===== config.mk =====
export PLATFORM = sky130hd
export DESIGN_NAME = screen_tint_and_flash_fader
export DESIGN_NICKNAME = d
export VERILOG_FILES = /design/src/sv/stff_pkg.sv /design/src/sv/screen_tint_and_flash_fader.sv /design/src/sv/stff_div.sv
export VERILOG_INCLUDE_DIRS = /design/src /design/src/sv
export SDC_FILE = /design/constraint.sdc
export NUM_CORES = 1
export LEC_CHECK = 0
export BUFFER_PORTS_ARGS = -buffer_cell sky130_fd_sc_hd__buf_2
export CAP_MARGIN = 15
export CORE_UTILIZATION = 40
export DETAILED_ROUTE_END_ITERATION = 6
export GPL_TIMING_DRIVEN = 0
export SYNTH_ARGS = -nofsm -noshare
export SYNTH_HDL_FRONTEND = slang
export SYNTH_SLANG_ARGS = --single-unit

===== constraint.sdc =====
create_clock -name clk_i -period 6.7 [get_ports clk_i]
set_clock_uncertainty 0.2 [all_clocks]
set_input_delay 0.67 -clock clk_i [delete_from_list [all_inputs] [get_ports clk_i]]
set_output_delay 0.67 -clock clk_i [all_outputs]
set_load 0.005 [all_outputs]

===== src/sv/screen_tint_and_flash_fader_macros.svh =====
// Assertion helpers shared by the fader RTL.
// Both macros expect the including module to have clk_i and rst_ni.
`ifndef SCREEN_TINT_AND_FLASH_FADER_MACROS_SVH
`define SCREEN_TINT_AND_FLASH_FADER_MACROS_SVH

// A property that must hold at every clock edge outside of reset.
`define STFF_ASSERT(lbl, prop, msg) \
  lbl: assert property (@(posedge clk_i) disable iff (!rst_ni) (prop)) else $error(msg);

// A condition that must never be true outside of reset.
`define STFF_NEVER(lbl, cond, msg) \
  lbl: assert property (@(posedge clk_i) disable iff (!rst_ni) !(cond)) else $error(msg);

`endif


===== src/sv/stff_pkg.sv =====
`timescale 1ns / 1ps
`default_nettype none

package stff_pkg;

  // Default width of the frame countdowns.
  localparam int unsigned FrameBitsDef = 16;

  // Tint channels: red, green, blue, alpha.
  localparam int unsigned NumChan  = 4;
  localparam int unsigned ChanBits = $clog2(NumChan);
  localparam logic [ChanBits-1:0] LastChan = ChanBits'(NumChan - 1);

  // Shared divider: an 8-bit quotient, two quotient bits per cycle.
  localparam int unsigned DivQuoBits     = 8;
  localparam int unsigned DivBitsPerStep = 2;
  localparam int unsigned DivSteps       = DivQuoBits / DivBitsPerStep;
  localparam int unsigned DivCntBits     = $clog2(DivSteps);

  localparam logic [7:0] FullLevel = 8'hFF;

  typedef enum logic [2:0] {
    CMD_TICK     = 3'd0,
    CMD_TINT     = 3'd1,
    CMD_FADE_IN  = 3'd2,
    CMD_FADE_OUT = 3'd3,
    CMD_FLASH    = 3'd4
  } cmd_e;

  typedef enum logic [2:0] {
    S_IDLE,
    S_TINT_GO,
    S_TINT_WAIT,
    S_FLASH_CHK,
    S_FLASH_WAIT,
    S_OUT
  } state_e;

  typedef struct packed {
    logic [2:0]  command;
    logic [7:0]  red;
    logic [7:0]  green;
    logic [7:0]  blue;
    logic [7:0]  alpha;
    logic [7:0]  src_red;
    logic [7:0]  src_green;
    logic [7:0]  src_blue;
    logic [15:0] frames;
  } in_t;

  typedef struct packed {
    logic [7:0] tint_red;
    logic [7:0] tint_green;
    logic [7:0] tint_blue;
    logic [7:0] tint_alpha;
    logic       tint_busy;
    logic [7:0] flash_red;
    logic [7:0] flash_green;
    logic [7:0] flash_blue;
    logic [7:0] flash_level;
    logic       flash_visible;
  } out_t;

  // Divider status seen by the sequencer.
  typedef struct packed {
    logic busy;
    logic done;
  } div_stat_t;

endpackage

`default_nettype wire


===== src/sv/screen_tint_and_flash_fader.sv =====
`timescale 1ns / 1ps
`default_nettype none

// Channel   Direction  Handshake                Payload
// in        input      in_valid_i / in_ready_o  stff_pkg::in_t  (command, colors, frames)
// out       output     out_valid_o/ out_ready_i stff_pkg::out_t (tint and flash state)
//
// A command transaction goes from acceptance through the output state back to idle.
// A tick runs four channel divisions on the shared divider while a tint runs, then
// checks the flash and runs one more division when the flash level needs one.
// Each division yields two quotient bits per cycle.
// Reset clears all tint and flash state to zero (transparent black, no effect running).
// A result that is not taken holds the sequencer in its output state; a new
// transaction is still accepted while the previous result waits.

module screen_tint_and_flash_fader #(
  parameter int unsigned FRAME_BITS = stff_pkg::FrameBitsDef
) (
  input  wire logic            clk_i,
  input  wire logic            rst_ni,
  input  wire logic            in_valid_i,
  output logic                 in_ready_o,
  input  wire stff_pkg::in_t   in_data_i,
  output logic                 out_valid_o,
  input  wire logic            out_ready_i,
  output stff_pkg::out_t       out_data_o
);

  `include "screen_tint_and_flash_fader_macros.svh"

  localparam int unsigned NumW = FRAME_BITS + stff_pkg::DivQuoBits;
  localparam int unsigned CB   = stff_pkg::ChanBits;
  // Largest countdown value; longer durations saturate here.
  localparam logic [32:0] FrameMax = 33'((64'd1 << FRAME_BITS) - 64'd1);

  stff_pkg::state_e state_q, state_d;

  // Architectural state. Channel index 0 is red, 3 is alpha.
  logic [stff_pkg::NumChan-1:0][7:0] now_q, now_d;
  logic [stff_pkg::NumChan-1:0][7:0] goal_q, goal_d;
  logic [2:0][7:0]                   fcol_q, fcol_d;
  logic [7:0]                        flevel_q, flevel_d;
  logic [FRAME_BITS-1:0]             tleft_q, tleft_d;
  logic [FRAME_BITS-1:0]             fleft_q, fleft_d;
  logic [FRAME_BITS-1:0]             fmid_q, fmid_d;
  logic [CB-1:0]                     ch_q, ch_d;

  stff_pkg::out_t out_q, out_d;
  logic           out_valid_q, out_valid_d;
  logic           out_free;

  // Command decode and duration limits.
  stff_pkg::cmd_e cmd;
  logic [32:0]    raw_ext, half_ext;
  logic [FRAME_BITS-1:0] frames_lim, mid_lim;
  logic           frames_nz;
  logic [stff_pkg::NumChan-1:0][7:0] col, src_col, base_now;
  logic           tint_ok;

  assign cmd       = stff_pkg::cmd_e'(in_data_i.command);
  assign raw_ext   = 33'(in_data_i.frames);
  assign half_ext  = (raw_ext + 33'd1) >> 1;
  assign frames_lim = (raw_ext > FrameMax) ? FrameMax[FRAME_BITS-1:0] : raw_ext[FRAME_BITS-1:0];
  assign mid_lim   = (half_ext > FrameMax) ? FrameMax[FRAME_BITS-1:0] : half_ext[FRAME_BITS-1:0];
  assign frames_nz = (in_data_i.frames != '0);

  // Fade out always heads to an opaque color.
  assign col = {(cmd == stff_pkg::CMD_FADE_OUT) ? stff_pkg::FullLevel : in_data_i.alpha,
                in_data_i.blue, in_data_i.green, in_data_i.red};
  assign src_col = {stff_pkg::FullLevel, in_data_i.src_blue, in_data_i.src_green,
                    in_data_i.src_red};
  // A fade in first jumps to its opaque start color, then tints from there.
  assign base_now = (cmd == stff_pkg::CMD_FADE_IN) ? src_col : now_q;
  assign tint_ok  = frames_nz && (base_now != col);

  // Tint channel step: move by (goal - now) / left, truncated toward zero.
  logic [7:0] goal_c, now_c, mag_c, tint_next;
  logic       neg_c;

  assign goal_c    = goal_q[ch_q];
  assign now_c     = now_q[ch_q];
  assign neg_c     = (goal_c < now_c);
  assign mag_c     = neg_c ? (now_c - goal_c) : (goal_c - now_c);

  // Flash triangle: level = 255 * (mid - |left - mid|) / mid.
  logic [FRAME_BITS-1:0] fdist, fspan;
  logic                  flash_need;

  assign fdist      = (fleft_q > fmid_q) ? (fleft_q - fmid_q) : (fmid_q - fleft_q);
  assign fspan      = fmid_q - fdist;
  assign flash_need = (fmid_q != '0) && (fdist <= fmid_q);

  // Shared divider. Operands are picked by the sequencer state.
  logic                  div_start;
  logic [NumW-1:0]       div_dividend;
  logic [FRAME_BITS-1:0] div_divisor;
  logic [7:0]            div_quo;
  stff_pkg::div_stat_t   div_stat;

  always_comb begin
    if (state_q == stff_pkg::S_FLASH_CHK) begin
      // Multiply by 255 as a shift and a subtract.
      div_dividend = {fspan, 8'h00} - NumW'(fspan);
      div_divisor  = fmid_q;
    end else begin
      div_dividend = NumW'(mag_c);
      div_divisor  = tleft_q;
    end
  end

  stff_div #(
    .FRAME_BITS (FRAME_BITS)
  ) u_div (
    .clk_i      (clk_i),
    .rst_ni     (rst_ni),
    .start_i    (div_start),
    .dividend_i (div_dividend),
    .divisor_i  (div_divisor),
    .quotient_o (div_quo),
    .stat_o     (div_stat)
  );

  assign tint_next = neg_c ? (now_c - div_quo) : (now_c + div_quo);

  assign out_free   = !out_valid_q || out_ready_i;
  assign in_ready_o = (state_q == stff_pkg::S_IDLE);

  // Sequencer next state.
  always_comb begin
    state_d = state_q;
    unique case (state_q)
      stff_pkg::S_IDLE: begin
        if (in_valid_i) begin
          if (cmd == stff_pkg::CMD_TICK) begin
            state_d = (tleft_q != '0) ? stff_pkg::S_TINT_GO : stff_pkg::S_FLASH_CHK;
          end else begin
            state_d = stff_pkg::S_OUT;
          end
        end
      end
      stff_pkg::S_TINT_GO: begin
        state_d = stff_pkg::S_TINT_WAIT;
      end
      stff_pkg::S_TINT_WAIT: begin
        if (div_stat.done) begin
          state_d = (ch_q == stff_pkg::LastChan) ? stff_pkg::S_FLASH_CHK
                                                 : stff_pkg::S_TINT_GO;
        end
      end
      stff_pkg::S_FLASH_CHK: begin
        state_d = (fleft_q != '0 && flash_need) ? stff_pkg::S_FLASH_WAIT : stff_pkg::S_OUT;
      end
      stff_pkg::S_FLASH_WAIT: begin
        if (div_stat.done) begin
          state_d = stff_pkg::S_OUT;
        end
      end
      stff_pkg::S_OUT: begin
        if (out_free) begin
          state_d = stff_pkg::S_IDLE;
        end
      end
      default: state_d = stff_pkg::S_IDLE;
    endcase
  end

  // Datapath updates and divider control.
  always_comb begin
    now_d     = now_q;
    goal_d    = goal_q;
    tleft_d   = tleft_q;
    fcol_d    = fcol_q;
    flevel_d  = flevel_q;
    fleft_d   = fleft_q;
    fmid_d    = fmid_q;
    ch_d      = ch_q;
    div_start = 1'b0;
    unique case (state_q)
      stff_pkg::S_IDLE: begin
        ch_d = '0;
        if (in_valid_i) begin
          unique case (cmd) inside
            stff_pkg::CMD_TINT, stff_pkg::CMD_FADE_OUT: begin
              if (tint_ok) begin
                goal_d  = col;
                tleft_d = frames_lim;
              end
            end
            stff_pkg::CMD_FADE_IN: begin
              if (frames_nz) begin
                now_d = src_col;
                if (tint_ok) begin
                  goal_d  = col;
                  tleft_d = frames_lim;
                end
              end
            end
            stff_pkg::CMD_FLASH: begin
              if (frames_nz) begin
                fcol_d   = {in_data_i.blue, in_data_i.green, in_data_i.red};
                flevel_d = '0;
                fleft_d  = frames_lim;
                fmid_d   = mid_lim;
              end
            end
            default: begin
              // A tick does its work in the states that follow; other codes do nothing.
            end
          endcase
        end
      end
      stff_pkg::S_TINT_GO: begin
        div_start = 1'b1;
      end
      stff_pkg::S_TINT_WAIT: begin
        if (div_stat.done) begin
          now_d[ch_q] = tint_next;
          if (ch_q == stff_pkg::LastChan) begin
            tleft_d = tleft_q - FRAME_BITS'(1);
          end else begin
            ch_d = ch_q + CB'(1);
          end
        end
      end
      stff_pkg::S_FLASH_CHK: begin
        if (fleft_q != '0) begin
          if (flash_need) begin
            div_start = 1'b1;
          end else begin
            flevel_d = '0;
            fleft_d  = fleft_q - FRAME_BITS'(1);
          end
        end
      end
      stff_pkg::S_FLASH_WAIT: begin
        if (div_stat.done) begin
          flevel_d = div_quo;
          fleft_d  = fleft_q - FRAME_BITS'(1);
        end
      end
      default: begin
      end
    endcase
  end

  // Output register: a snapshot of the state once the transaction is finished.
  always_comb begin
    out_d.tint_red      = now_q[0];
    out_d.tint_green    = now_q[1];
    out_d.tint_blue     = now_q[2];
    out_d.tint_alpha    = now_q[3];
    out_d.tint_busy     = (tleft_q != '0);
    out_d.flash_red     = fcol_q[0];
    out_d.flash_green   = fcol_q[1];
    out_d.flash_blue    = fcol_q[2];
    out_d.flash_level   = flevel_q;
    out_d.flash_visible = (fleft_q != '0);
    if (state_q == stff_pkg::S_OUT && out_free) begin
      out_valid_d = 1'b1;
    end else if (out_ready_i) begin
      out_valid_d = 1'b0;
    end else begin
      out_valid_d = out_valid_q;
    end
  end

  always_ff @(posedge clk_i or negedge rst_ni) begin
    if (!rst_ni) begin
      state_q     <= stff_pkg::S_IDLE;
      now_q       <= '0;
      goal_q      <= '0;
      tleft_q     <= '0;
      fcol_q      <= '0;
      flevel_q    <= '0;
      fleft_q     <= '0;
      fmid_q      <= '0;
      ch_q        <= '0;
      out_valid_q <= 1'b0;
    end else begin
      state_q     <= state_d;
      now_q       <= now_d;
      goal_q      <= goal_d;
      tleft_q     <= tleft_d;
      fcol_q      <= fcol_d;
      flevel_q    <= flevel_d;
      fleft_q     <= fleft_d;
      fmid_q      <= fmid_d;
      ch_q        <= ch_d;
      out_valid_q <= out_valid_d;
    end
  end

  always_ff @(posedge clk_i) begin
    if (state_q == stff_pkg::S_OUT && out_free) begin
      out_q <= out_d;
    end
  end

  assign out_valid_o = out_valid_q;
  assign out_data_o  = out_q;

  `STFF_ASSERT(a_tleft_step, (state_q == stff_pkg::S_TINT_WAIT && div_stat.done && ch_q == stff_pkg::LastChan) |=> (tleft_q == $past(tleft_q) - FRAME_BITS'(1)), "tint countdown did not drop by one")
  `STFF_ASSERT(a_out_from_seq, $rose(out_valid_q) |-> ($past(state_q) == stff_pkg::S_OUT), "result appeared outside the output state")
  `STFF_ASSERT(a_done_in_wait, div_stat.done |-> (state_q == stff_pkg::S_TINT_WAIT || state_q == stff_pkg::S_FLASH_WAIT), "divider finished outside a wait")
  `STFF_NEVER(a_idle_div, (state_q == stff_pkg::S_IDLE) && div_stat.busy, "divider busy while idle")

endmodule

`default_nettype wire


===== src/sv/stff_div.sv =====
`timescale 1ns / 1ps
`default_nettype none

// Restoring divider for quotients known to fit in DivQuoBits bits.
// The divisor is pre-shifted to the top quotient bit and walks right.
module stff_div #(
  parameter int unsigned FRAME_BITS = stff_pkg::FrameBitsDef
) (
  input  wire logic                                         clk_i,
  input  wire logic                                         rst_ni,
  input  wire logic                                         start_i,
  input  wire logic [FRAME_BITS+stff_pkg::DivQuoBits-1:0]   dividend_i,
  input  wire logic [FRAME_BITS-1:0]                        divisor_i,
  output logic      [stff_pkg::DivQuoBits-1:0]              quotient_o,
  output stff_pkg::div_stat_t                               stat_o
);

  `include "screen_tint_and_flash_fader_macros.svh"

  localparam int unsigned NumW = FRAME_BITS + stff_pkg::DivQuoBits;
  localparam int unsigned QB   = stff_pkg::DivQuoBits;

  logic [NumW-1:0] rem_q, rem_d, ds_q, ds_d;
  logic [QB-1:0]   quo_q, quo_d;
  logic [stff_pkg::DivCntBits-1:0] cnt_q, cnt_d;
  logic            busy_q, busy_d, done_q, done_d;
  logic            last_step;

  assign last_step = (cnt_q == stff_pkg::DivCntBits'(stff_pkg::DivSteps - 1));

  always_comb begin
    logic [NumW-1:0] rem_n;
    logic [NumW-1:0] ds_n;
    logic [QB-1:0]   quo_n;
    rem_n  = rem_q;
    ds_n   = ds_q;
    quo_n  = quo_q;
    rem_d  = rem_q;
    ds_d   = ds_q;
    quo_d  = quo_q;
    cnt_d  = cnt_q;
    busy_d = busy_q;
    done_d = 1'b0;
    if (start_i) begin
      rem_d  = dividend_i;
      ds_d   = NumW'(divisor_i) << (QB - 1);
      quo_d  = '0;
      cnt_d  = '0;
      busy_d = 1'b1;
    end else if (busy_q) begin
      for (int j = 0; j < int'(stff_pkg::DivBitsPerStep); j++) begin
        if (rem_n >= ds_n) begin
          rem_n = rem_n - ds_n;
          quo_n = {quo_n[QB-2:0], 1'b1};
        end else begin
          quo_n = {quo_n[QB-2:0], 1'b0};
        end
        ds_n = ds_n >> 1;
      end
      rem_d = rem_n;
      ds_d  = ds_n;
      quo_d = quo_n;
      cnt_d = cnt_q + stff_pkg::DivCntBits'(1);
      if (last_step) begin
        busy_d = 1'b0;
        done_d = 1'b1;
      end
    end
  end

  always_ff @(posedge clk_i or negedge rst_ni) begin
    if (!rst_ni) begin
      busy_q <= 1'b0;
      done_q <= 1'b0;
      cnt_q  <= '0;
    end else begin
      busy_q <= busy_d;
      done_q <= done_d;
      cnt_q  <= cnt_d;
    end
  end

  always_ff @(posedge clk_i) begin
    rem_q <= rem_d;
    ds_q  <= ds_d;
    quo_q <= quo_d;
  end

  assign quotient_o  = quo_q;
  assign stat_o.busy = busy_q;
  assign stat_o.done = done_q;

  `STFF_NEVER(a_div_restart, start_i && busy_q, "divider started while busy")
  `STFF_NEVER(a_div_zero, start_i && (divisor_i == '0), "divider started with zero divisor")
  `STFF_ASSERT(a_div_done, (busy_q && last_step && !start_i) |=> (done_q && !busy_q), "divider did not finish")

endmodule

`default_nettype wire


---- Word-level counts from Yosys, hierarchy flattened ----
Index checks and enable logic that the tools add are counted.
storage, ports and cells
  bits in registers ....................... 275
  input bits .............................. 79
  output and inout port bits .............. 68
  logic and storage cells ................. 191
operators by class
  add/sub/neg operators ................... 15
  order comparisons ....................... 9
  eq/ne operators ......................... 26
  multiplexer cells ....................... 80
  reductions and logical operators ........ 26
operators by type and width
  cell                     number
  $mux W16                 15
  $mux W32                 7
  $mux W24                 7
  $pmux W32 S2             2
  $mux W8                  12
  $pmux W16 S2             2
  $reduce_bool A16 Y1      4
  $pmux W16 S3             1
  $sub A16 B16 Y16         3
  $mux W23                 2
  $bmux W8 S2              2
  $bwmux W32               1
  $gt A16 B16 Y1 const B   2
  $ne A32 B32 Y1           1
  $sub A16 B1 Y16 const B  2
  $ge A24 B22 Y1           1
  $ge A24 B23 Y1           1
  $pmux W8 S3              1
  $sub A24 B16 Y24         1
  $sub A24 B22 Y24         1
  $sub A24 B23 Y24         1
  $sub A8 B8 Y8            3
  $pmux W3 S6              1
  $add A16 B1 Y17 const B  1
  33 further kinds         82

---- Logic depth before layout (Yosys ltp) ----
Gate-level depths: netlist of run 1.
  depth in word-level cells ............... 12
  mapped depth ............................ 31
  gate-level depth less buffers ........... 28

---- By module ----
Synthesis of run 1 repeated with hierarchy kept, for this count alone.
unflattened totals
  cell total of the unflattened synthesis .. 2172
  area total of the unflattened synthesis .. 20041.7 sq um
by module, submodules not included
  module                       instances  cells an instance  area an instance (sq um)  sequential area each (sq um)
  screen_tint_and_flash_fader  1          1565               14712.9                   5735.5
  stff_div                     1          607                5328.9                    1601.5

---- Worst setup path after synthesis of run 1 ----
Ideal clock, no wire load.
  kind .................................... register -> register
  from .................................... reg fleft_q[2]
  to ...................................... reg u_div.ds_q[10] (enable)
  library setup time ...................... 0.531 ns
  arrival time ............................ 5.869 ns
  required time ........................... 5.969 ns
  setup slack ............................. 0.100 ns
  cell stages (with the launch flop) ...... 27
  path buffers ............................ 5
  clock period less this slack ............ 6.600 ns
  path through ............................ dfrtp_1 inv_1 ha_1 nor2b_1 o21a_1 o21a_1 o21ai_0 a21oi_1 o21a_1 o31ai_1 buf_2 buf_2 o31ai_1 xor2_1 ha_1 buf_2 a21o_1 a221oi_4 o211ai_1 a221o_1 nand2_1 a21oi_1 nand2_1 a21o_1 buf_2 buf_1 nand2_1
on the way
  longest elaborated chain between the ends .. 8
RTL lines
  what                                                line                                RTL
  start: declaration                                  screen_tint_and_flash_fader.sv:44   logic [FRAME_BITS-1:0] fleft_q, fleft_d;
  start signal: assignment                            screen_tint_and_flash_fader.sv:286  fleft_q <= fleft_d;
  $sub A16 B16 Y16 or $gt A16 B16 Y1 (tied branches)  screen_tint_and_flash_fader.sv:89   assign fdist = (fleft_q > fmid_q) ? (fleft_q - fmid_q) : (fmid_q - fleft_q);
  $mux W16                                            screen_tint_and_flash_fader.sv:89
  $le A16 B16 Y1                                      screen_tint_and_flash_fader.sv:91   assign flash_need = (fmid_q != '0) && (fdist <= fmid_q);
  $logic_and A1 B1 Y1                                 screen_tint_and_flash_fader.sv:91
  $mux W1                                             screen_tint_and_flash_fader.sv:227  if (flash_need) begin
  $mux W1 (*)                                         screen_tint_and_flash_fader.sv:226  if (fleft_q != '0) begin
  $pmux W1 S2 (*)                                     screen_tint_and_flash_fader.sv:178  unique case (state_q)
  $reduce_bool A2 Y1 (no line) (*)                    -
  end signal: assignment                              stff_div.sv:85                      ds_q <= ds_d;
  end: declaration                                    stff_div.sv:23                      logic [NumW-1:0] rem_q, rem_d, ds_q, ds_d;
Mark *: on every way between the ends. The rest lies on a longest branch, timed or not.
A chain may end at the register's enable or synchronous reset.

---- Worst setup path in the final report of run 1 ----
  from .................................... reg fleft_q[2]
  to ...................................... reg u_div.rem_q[21], data pin
on the way
  longest elaborated chain between the ends .. 8
RTL lines
  what                                                      line            RTL
  branches (longest 7 deep; another with $sub A24 B16 Y24)  -
  $mux W24 (*)                                              stff_div.sv:44  if (start_i) begin
  via u_div.rem_d[21]                                       stff_div.sv:23
  end signal: assignment                                    stff_div.sv:84  rem_q <= rem_d;
  end: declaration                                          stff_div.sv:23
Mark *: on every way through the listed nets, which the timed path passes.

==> impl_metrics.env, run 1 <==
export IMPL_run_status="complete, no violations"
export IMPL_floorplan_initialDensity_pct=40.5
export IMPL_rsz0062_at_grt="true"
export IMPL_area_of_the_die_sq_um=50200
export IMPL_worst_hold_path_endpoint="fcol_q[8]"
export IMPL_timing_critical_path_depth=29
export IMPL_wirelength_microns=63200
export IMPL_clock_tree_buffer_depth=3
export IMPL_io_pin_count=147
export IMPL_filler_cell_count=4689
export IMPL_timing_critical_path_slowest_stage_cell="sky130_fd_sc_hd__dfrtp_1"
export IMPL_pre_cts_ws_ns=-1.36
export IMPL_timing_setup_critical_path_class="flop to flop"
export IMPL_detail_route_antenna_nets=0
export IMPL_synth_lib_cells_used_distinct=94
export IMPL_cts_tree="yes"
export IMPL_grt_antenna_before_repair=1
export IMPL_global_route_usage_total_pct=25.0
export IMPL_final_nets=2532
export IMPL_vias_in_the_first_global_route=16600
export IMPL_grt_overflow_total=0
export IMPL_regToRegStartpoint="fleft_q[2]"
export IMPL_worst_pin_slew_ns=0.874
export IMPL_setup_worst_path_end_class="flop"
export IMPL_critical_path_max_stage_delay_ns=0.40
export IMPL_clock_tree_root="sky130_fd_sc_hd__clkbuf_16"
export IMPL_worst_endpoint_required_ns=6.82
export IMPL_period_minus_slack_ns=6.56
export IMPL_worstPathArrival_ns=6.68
export IMPL_seq_area_sq_um=7340
export IMPL_port_buffer_count=142
export IMPL_hold_slack_ns=0.182
export IMPL_tns_ns=0
export IMPL_n_antenna_cell=0
export IMPL_rr_endpoint="u_div.rem_q[21]"
export IMPL_min_from="in_data_i[56]"
export IMPL_cap_violations=0
export IMPL_worst_path_max_fanout=9
export IMPL_std_cell_rows=81
export IMPL_regToRegSetupSlack_ns=0.14
export IMPL_ys_seq_elements=275
export IMPL_crit_family="compound AO/OA/AOI/OAI gates"
export IMPL_hpwl_microns=48500
export IMPL_layout_drive_gt1_share_pct=16.9
export IMPL_drt_wirelength_per_cell_microns=21.1
export IMPL_number_of_buffer_and_inverter_instances_along_the_worst_setup_path=4
export IMPL_timing_final_setup_violations=0
export IMPL_maxSlewViolCount=0
export IMPL_worstSkewPairLatency_ns=0.59
export IMPL_multiInputGateArea_sq_um=11800
export IMPL_yosysWarnings=0
export IMPL_yosys_most_used_dff="sky130_fd_sc_hd__dfrtp_1"
export IMPL_grt_max_degree=114
export IMPL_holdCritPathClass="input port to flop"
export IMPL_clkSlewWorstSetupHoldPaths_ns=0.07
export IMPL_timing_fmax_mhz=152
export IMPL_final_core_utilization_pct=46.9
export IMPL_ff2ff_path_depth=29
export IMPL_drc=0
export IMPL_die_h_microns=224
export IMPL_average_footprint_of_a_synthesized_cell_sq_um=9.33
export IMPL_mappedNetlistArea_sq_um=19700
export IMPL_route_detailed_vias_per_inst=5.79
export IMPL_synth_edff_count=106
export IMPL_max_slew_headroom_pct=41.5
export IMPL_synth_top_area_cell="sky130_fd_sc_hd__dfrtp_1"
export IMPL_drt_pass1_iter_count=6
export IMPL_first_iter_violations=1473
export IMPL_timing_critical_path_from_type="flop"
export IMPL_critical_path_top_cell_by_count="sky130_fd_sc_hd__o21a_1"
export IMPL_cts_sinks=275
export IMPL_fin_ws_ns=0.140
export IMPL_synthesized_net_count=2332
export IMPL_cts_htree_levels=1
export IMPL_hold_viol_final=0
export IMPL_detailroute_via_count=17400
export IMPL_synth_sequential_area_ratio_pct=37.2
export IMPL_wire_length_of_the_first_global_routing_pass_microns=98100
export IMPL_area_growth_syn_to_layout_pct=15.9
export IMPL_synth_async_reset_ratio_pct=56.0
export IMPL_die_w_microns=224
export IMPL_syn_instance_count=2114
export IMPL_fp_coreArea_sq_um=48700
export IMPL_holdPathStages=2
export IMPL_post_synth_top_area_fraction_pct=19.5
export IMPL_gp_congestion=0.930
export IMPL_layout_worst_path_cycle_share_pct=97.9
export IMPL_cts_buffers_inserted=29
export IMPL_synth_area_top_cells="sky130_fd_sc_hd__dfrtp_1 (20%), sky130_fd_sc_hd__edfxtp_1 (16%), sky130_fd_sc_hd__ha_1 (8.3%)"
## layout by cell type (no fill, tap or decap), types with 27 or more instances in the layout
cell type / netlist / final
sky130_fd_sc_hd__xnor2_1: 101 / 98
sky130_fd_sc_hd__clkbuf_1: 78 / 73
sky130_fd_sc_hd__nor2_1: 183 / 182
sky130_fd_sc_hd__xor2_1: 43 / 43
sky130_fd_sc_hd__nand3_1: 62 / 62
sky130_fd_sc_hd__o21ai_0: 141 / 138
sky130_fd_sc_hd__clkbuf_16: 0 / 31
sky130_fd_sc_hd__dfrtp_1: 154 / 151
sky130_fd_sc_hd__o22ai_1: 28 / 28
sky130_fd_sc_hd__ha_1: 131 / 125
sky130_fd_sc_hd__mux2_2: 61 / 61
sky130_fd_sc_hd__inv_1: 130 / 128
sky130_fd_sc_hd__a21o_1: 39 / 39
sky130_fd_sc_hd__nor3_1: 35 / 35
sky130_fd_sc_hd__nand2_1: 144 / 142
sky130_fd_sc_hd__a21oi_1: 195 / 187
sky130_fd_sc_hd__buf_4: 0 / 27
sky130_fd_sc_hd__mux2i_1: 80 / 77
sky130_fd_sc_hd__o22a_1: 28 / 28
sky130_fd_sc_hd__buf_2: 15 / 155
sky130_fd_sc_hd__edfxtp_1: 106 / 106
## per-layer routing
layer / GRT usage, % / up-vias / wire length, microns
met1: 36.6 / 8529 / 29300
met3: 3.00 / 95 / 4230
li1: - / 8115 / -
met5: 0 / - / 0
met2: 39.1 / 639 / 28200
met4: 6.45 / 0 / 1440
## timing repair
action                                  in CTS  in global routing
hold buffers                                 1                  0
setup buffers                               14                 13
pin swaps                                    9                 17
endpoints found under the setup margin     124                107
gates resized for setup                     23                 61
hold endpoints to repair                    41                  0
## synth_stat cells (8+ instances only)
cell                         n
sky130_fd_sc_hd__o21ai_0   141
sky130_fd_sc_hd__mux4_2     16
sky130_fd_sc_hd__o21a_1     10
sky130_fd_sc_hd__a22oi_1    15
sky130_fd_sc_hd__dfrtp_1   154
sky130_fd_sc_hd__mux2_2     61
sky130_fd_sc_hd__dfxtp_1    15
sky130_fd_sc_hd__a21o_1     39
sky130_fd_sc_hd__nor4_1     16
sky130_fd_sc_hd__clkbuf_1   78
sky130_fd_sc_hd__xor2_1     43
sky130_fd_sc_hd__o22a_1     28
sky130_fd_sc_hd__ha_1      131
sky130_fd_sc_hd__inv_1     130
sky130_fd_sc_hd__edfxtp_1  106
sky130_fd_sc_hd__o21bai_1   19
sky130_fd_sc_hd__o22ai_1    28
sky130_fd_sc_hd__nand4_1    12
sky130_fd_sc_hd__nand2b_1   19
sky130_fd_sc_hd__a31oi_1    15
sky130_fd_sc_hd__nor3_1     35
sky130_fd_sc_hd__nand3_1    62
sky130_fd_sc_hd__nor2b_1    15
sky130_fd_sc_hd__mux2i_1    80
sky130_fd_sc_hd__fa_1        8
sky130_fd_sc_hd__buf_2      15
sky130_fd_sc_hd__a21oi_1   195
sky130_fd_sc_hd__nor2_1    183
sky130_fd_sc_hd__or3_1      13
sky130_fd_sc_hd__a211oi_1   16
sky130_fd_sc_hd__o211ai_1   19
sky130_fd_sc_hd__and3_1     20
sky130_fd_sc_hd__xnor2_1   101
sky130_fd_sc_hd__nand2_1   144
## metrics by stage
stage | std cells | area (sq um)
final | 3001 | 22900
after global routing | 3001 | 22900
after CTS | 2992 | 22600
after detailed placement | 2924 | 21400
after global placement | 2920 | 21300
after floorplan | 2114 | 19700
## sequential cells by signal, summed over array words and instances (netlist names)
register	cells
out_valid_o	1
u_div.quotient_o	8
tleft_q	16
u_div.busy_q	1
now_q	32
u_div.ds_q	23
state_q	3
fleft_q	16
ch_q	2
flevel_q	8
u_div.rem_q	24
goal_q	32
u_div.cnt_q	2
fcol_q	24
u_div.done_q	1
fmid_q	16
out_data_o	66
## how the worst max path moves through the flow
stage                            endpoint       start
after floorplan            u_div.ds_q[10]  fleft_q[2]
after global placement    u_div.rem_q[19]   fmid_q[2]
after detailed placement  u_div.rem_q[22]  fleft_q[2]
after CTS                 u_div.rem_q[22]  fleft_q[0]
after global routing      u_div.rem_q[21]  fleft_q[2]
final                     u_div.rem_q[21]  fleft_q[2]
## cells by family after synthesis
group | share of synthesized area, %
buffers and inverters | 4.52
multiplexers | 9.44
XOR/XNOR | 6.71
flip-flops | 37.2
AND/OR/NAND/NOR | 13.3
adder cells (fa/ha/maj) | 9.17
AO/OA/AOI/OAI | 19.7
## area by class of cell
| class | instances | share of cell area (%) |
|---|---|---|
| Buffer | 93 | 1.82 |
| Clock buffer | 43 | 3.72 |
| Clock inverter | 11 | 0.525 |
| Inverter | 130 | 2.13 |
| Multi-Input combinational cell | 1611 | 51.5 |
| Sequential cell | 275 | 32.1 |
| Tap cell | 664 | 3.63 |
| Timing Repair Buffer | 174 | 4.57 |
Power of run 1 is left out: the tool's default activity adds up to more than one toggle a clock period on the data nets, which glitch-free logic cannot reach.
==> run 2, diff against run 1 <==
- MAX_ROUTING_LAYER: default -> met4
==> impl_metrics.env, run 2 (synthesis results as in run 1) <==
export IMPL_die_w_microns=224
export IMPL_port_buffer_count=142
export IMPL_drt_pass1_iter_count=7
export IMPL_area_growth_syn_to_layout_pct=16.9
export IMPL_die_h_microns=224
export IMPL_run_status="complete, no violations"
export IMPL_number_of_buffer_and_inverter_instances_along_the_worst_setup_path=5
export IMPL_gp_congestion=0.939
export IMPL_fin_ws_ns=0.215
export IMPL_max_slew_headroom_pct=34.5
export IMPL_n_antenna_cell=0
export IMPL_grt_max_degree=96
export IMPL_drc=0
export IMPL_wire_length_of_the_first_global_routing_pass_microns=98800
export IMPL_floorplan_initialDensity_pct=40.5
export IMPL_critical_path_top_cell_by_count="sky130_fd_sc_hd__o21a_1"
export IMPL_global_route_usage_total_pct=26.0
export IMPL_crit_family="compound AO/OA/AOI/OAI gates"
export IMPL_cts_tree="yes"
export IMPL_route_detailed_vias_per_inst=5.76
export IMPL_holdCritPathClass="input port to flop"
export IMPL_layout_drive_gt1_share_pct=17.5
export IMPL_pre_cts_ws_ns=-1.25
export IMPL_dpl_cell_area_sq_um=21400
export IMPL_detailroute_via_count=17300
export IMPL_vias_in_the_first_global_route=16800
export IMPL_drt_wirelength_per_cell_microns=21.3
export IMPL_timing_critical_path_from_type="flop"
export IMPL_maxSlewViolCount=0
export IMPL_hpwl_microns=48900
export IMPL_cts_buffers_inserted=31
export IMPL_clkSlewWorstSetupHoldPaths_ns=0.06
export IMPL_timing_fmax_mhz=154
export IMPL_detail_route_antenna_nets=0
export IMPL_filler_cell_count=4654
export IMPL_largest_register_ffs=66
export IMPL_grt_antenna_before_repair=1
export IMPL_cts_htree_levels=1
export IMPL_cts_sinks=275
export IMPL_layout_worst_path_cycle_share_pct=96.8
export IMPL_hold_viol_final=0
export IMPL_clock_tree_buffer_depth=3
export IMPL_worstSkewPairLatency_ns=0.59
export IMPL_cap_violations=0
export IMPL_final_common_cell="sky130_fd_sc_hd__a21oi_1"
export IMPL_critical_path_max_stage_delay_ns=0.41
export IMPL_period_minus_slack_ns=6.49
export IMPL_first_iter_violations=1497
export IMPL_final_nets=2536
export IMPL_timing_setup_critical_path_class="flop to flop"
export IMPL_std_cell_rows=81
export IMPL_worst_pin_slew_ns=0.983
export IMPL_io_pin_count=147
export IMPL_grt_overflow_total=0
export IMPL_wirelength_microns=64000
export IMPL_timing_critical_path_slowest_stage_cell="sky130_fd_sc_hd__dfrtp_1"
export IMPL_clock_tree_root="sky130_fd_sc_hd__clkbuf_16"
export IMPL_worstPathArrival_ns=6.61
export IMPL_worst_endpoint_required_ns=6.82
export IMPL_timing_final_setup_violations=0
export IMPL_postLayoutCellArea_sq_um=23100
export IMPL_area_of_the_die_sq_um=50200
export IMPL_worst_path_max_fanout=9
export IMPL_fp_coreArea_sq_um=48700
export IMPL_mostFrequentLayoutCells="sky130_fd_sc_hd__a21oi_1 (189), sky130_fd_sc_hd__nor2_1 (182), sky130_fd_sc_hd__buf_2 (152), sky130_fd_sc_hd__dfrtp_1 (152), sky130_fd_sc_hd__nand2_1 (142)"
export IMPL_setup_worst_path_end_class="flop"
export IMPL_rsz0062_at_grt="true"
## run 2: changes by cell type in the layout (fill, tap and decap cells not counted), sizes merged
cell	change
bufinv	+3
buf	-1
clkinvlp	+2
clkinv	+1
clkbuf	+1
## run 2: worst paths after layout
check                         startpoint               to  slack [ns]  cells after the start
min in group asynchronous         rst_ni       fcol_q[15]        0.38                      2
min reg2reg                    fcol_q[0]   out_data_o[25]        0.24                      0
max in group asynchronous         rst_ni        fmid_q[0]        5.01                      3
max                           fleft_q[0]  u_div.rem_q[23]        0.21                     30
max reg2reg                   fleft_q[0]  u_div.rem_q[23]        0.21                     30
min                        in_data_i[55]       goal_q[23]        0.17                      2
## run 2: metrics by stage
stage / hold slack, ns / utilization, % / TNS (ns) / std cells
floorplan: 0.174 / - / 0 / 2114
global placement: 0.222 / 43.6 / -86.03 / 2920
detailed placement: 0.228 / 43.8 / -53.48 / 2924
CTS: 0.145 / 46.6 / -0.00186 / 2992
global route: 0.160 / 47.3 / -0.554 / 3007
finish: 0.173 / 47.3 / 0 / 3007
## run 2: area by class of cell
cell class	instances	area, sq um	share of cell area [%]
Buffer	94	437	1.89
Tap cell	664	831	3.60
Multi-Input combinational cell	1611	11800	51.2
Sequential cell	275	7340	31.8
Clock inverter	17	236	1.03
Timing Repair Buffer	175	1030	4.48
Clock buffer	41	896	3.89
Inverter	130	488	2.12
## run 2: repair_timing
item / 4_1_cts / 5_1_grt
endpoints found under the setup margin: 123 / 108
hold buffers: 1 / 0
hold endpoints to repair: 59 / 0
buffers inserted: 12 / 16
gates resized for setup: 25 / 70
pin swaps: 8 / 25
## run 2: layer usage
layer  vias to the layer above  GRT usage [%]  wire [microns]
met1                      8492           36.4           29400
met5                         -              -               0
li1                       8131              -               -
met4                         0           7.53            1760
met3                        95           3.38            4090
met2                       604           39.2           28800
Power of run 2 is left out for the same reason.
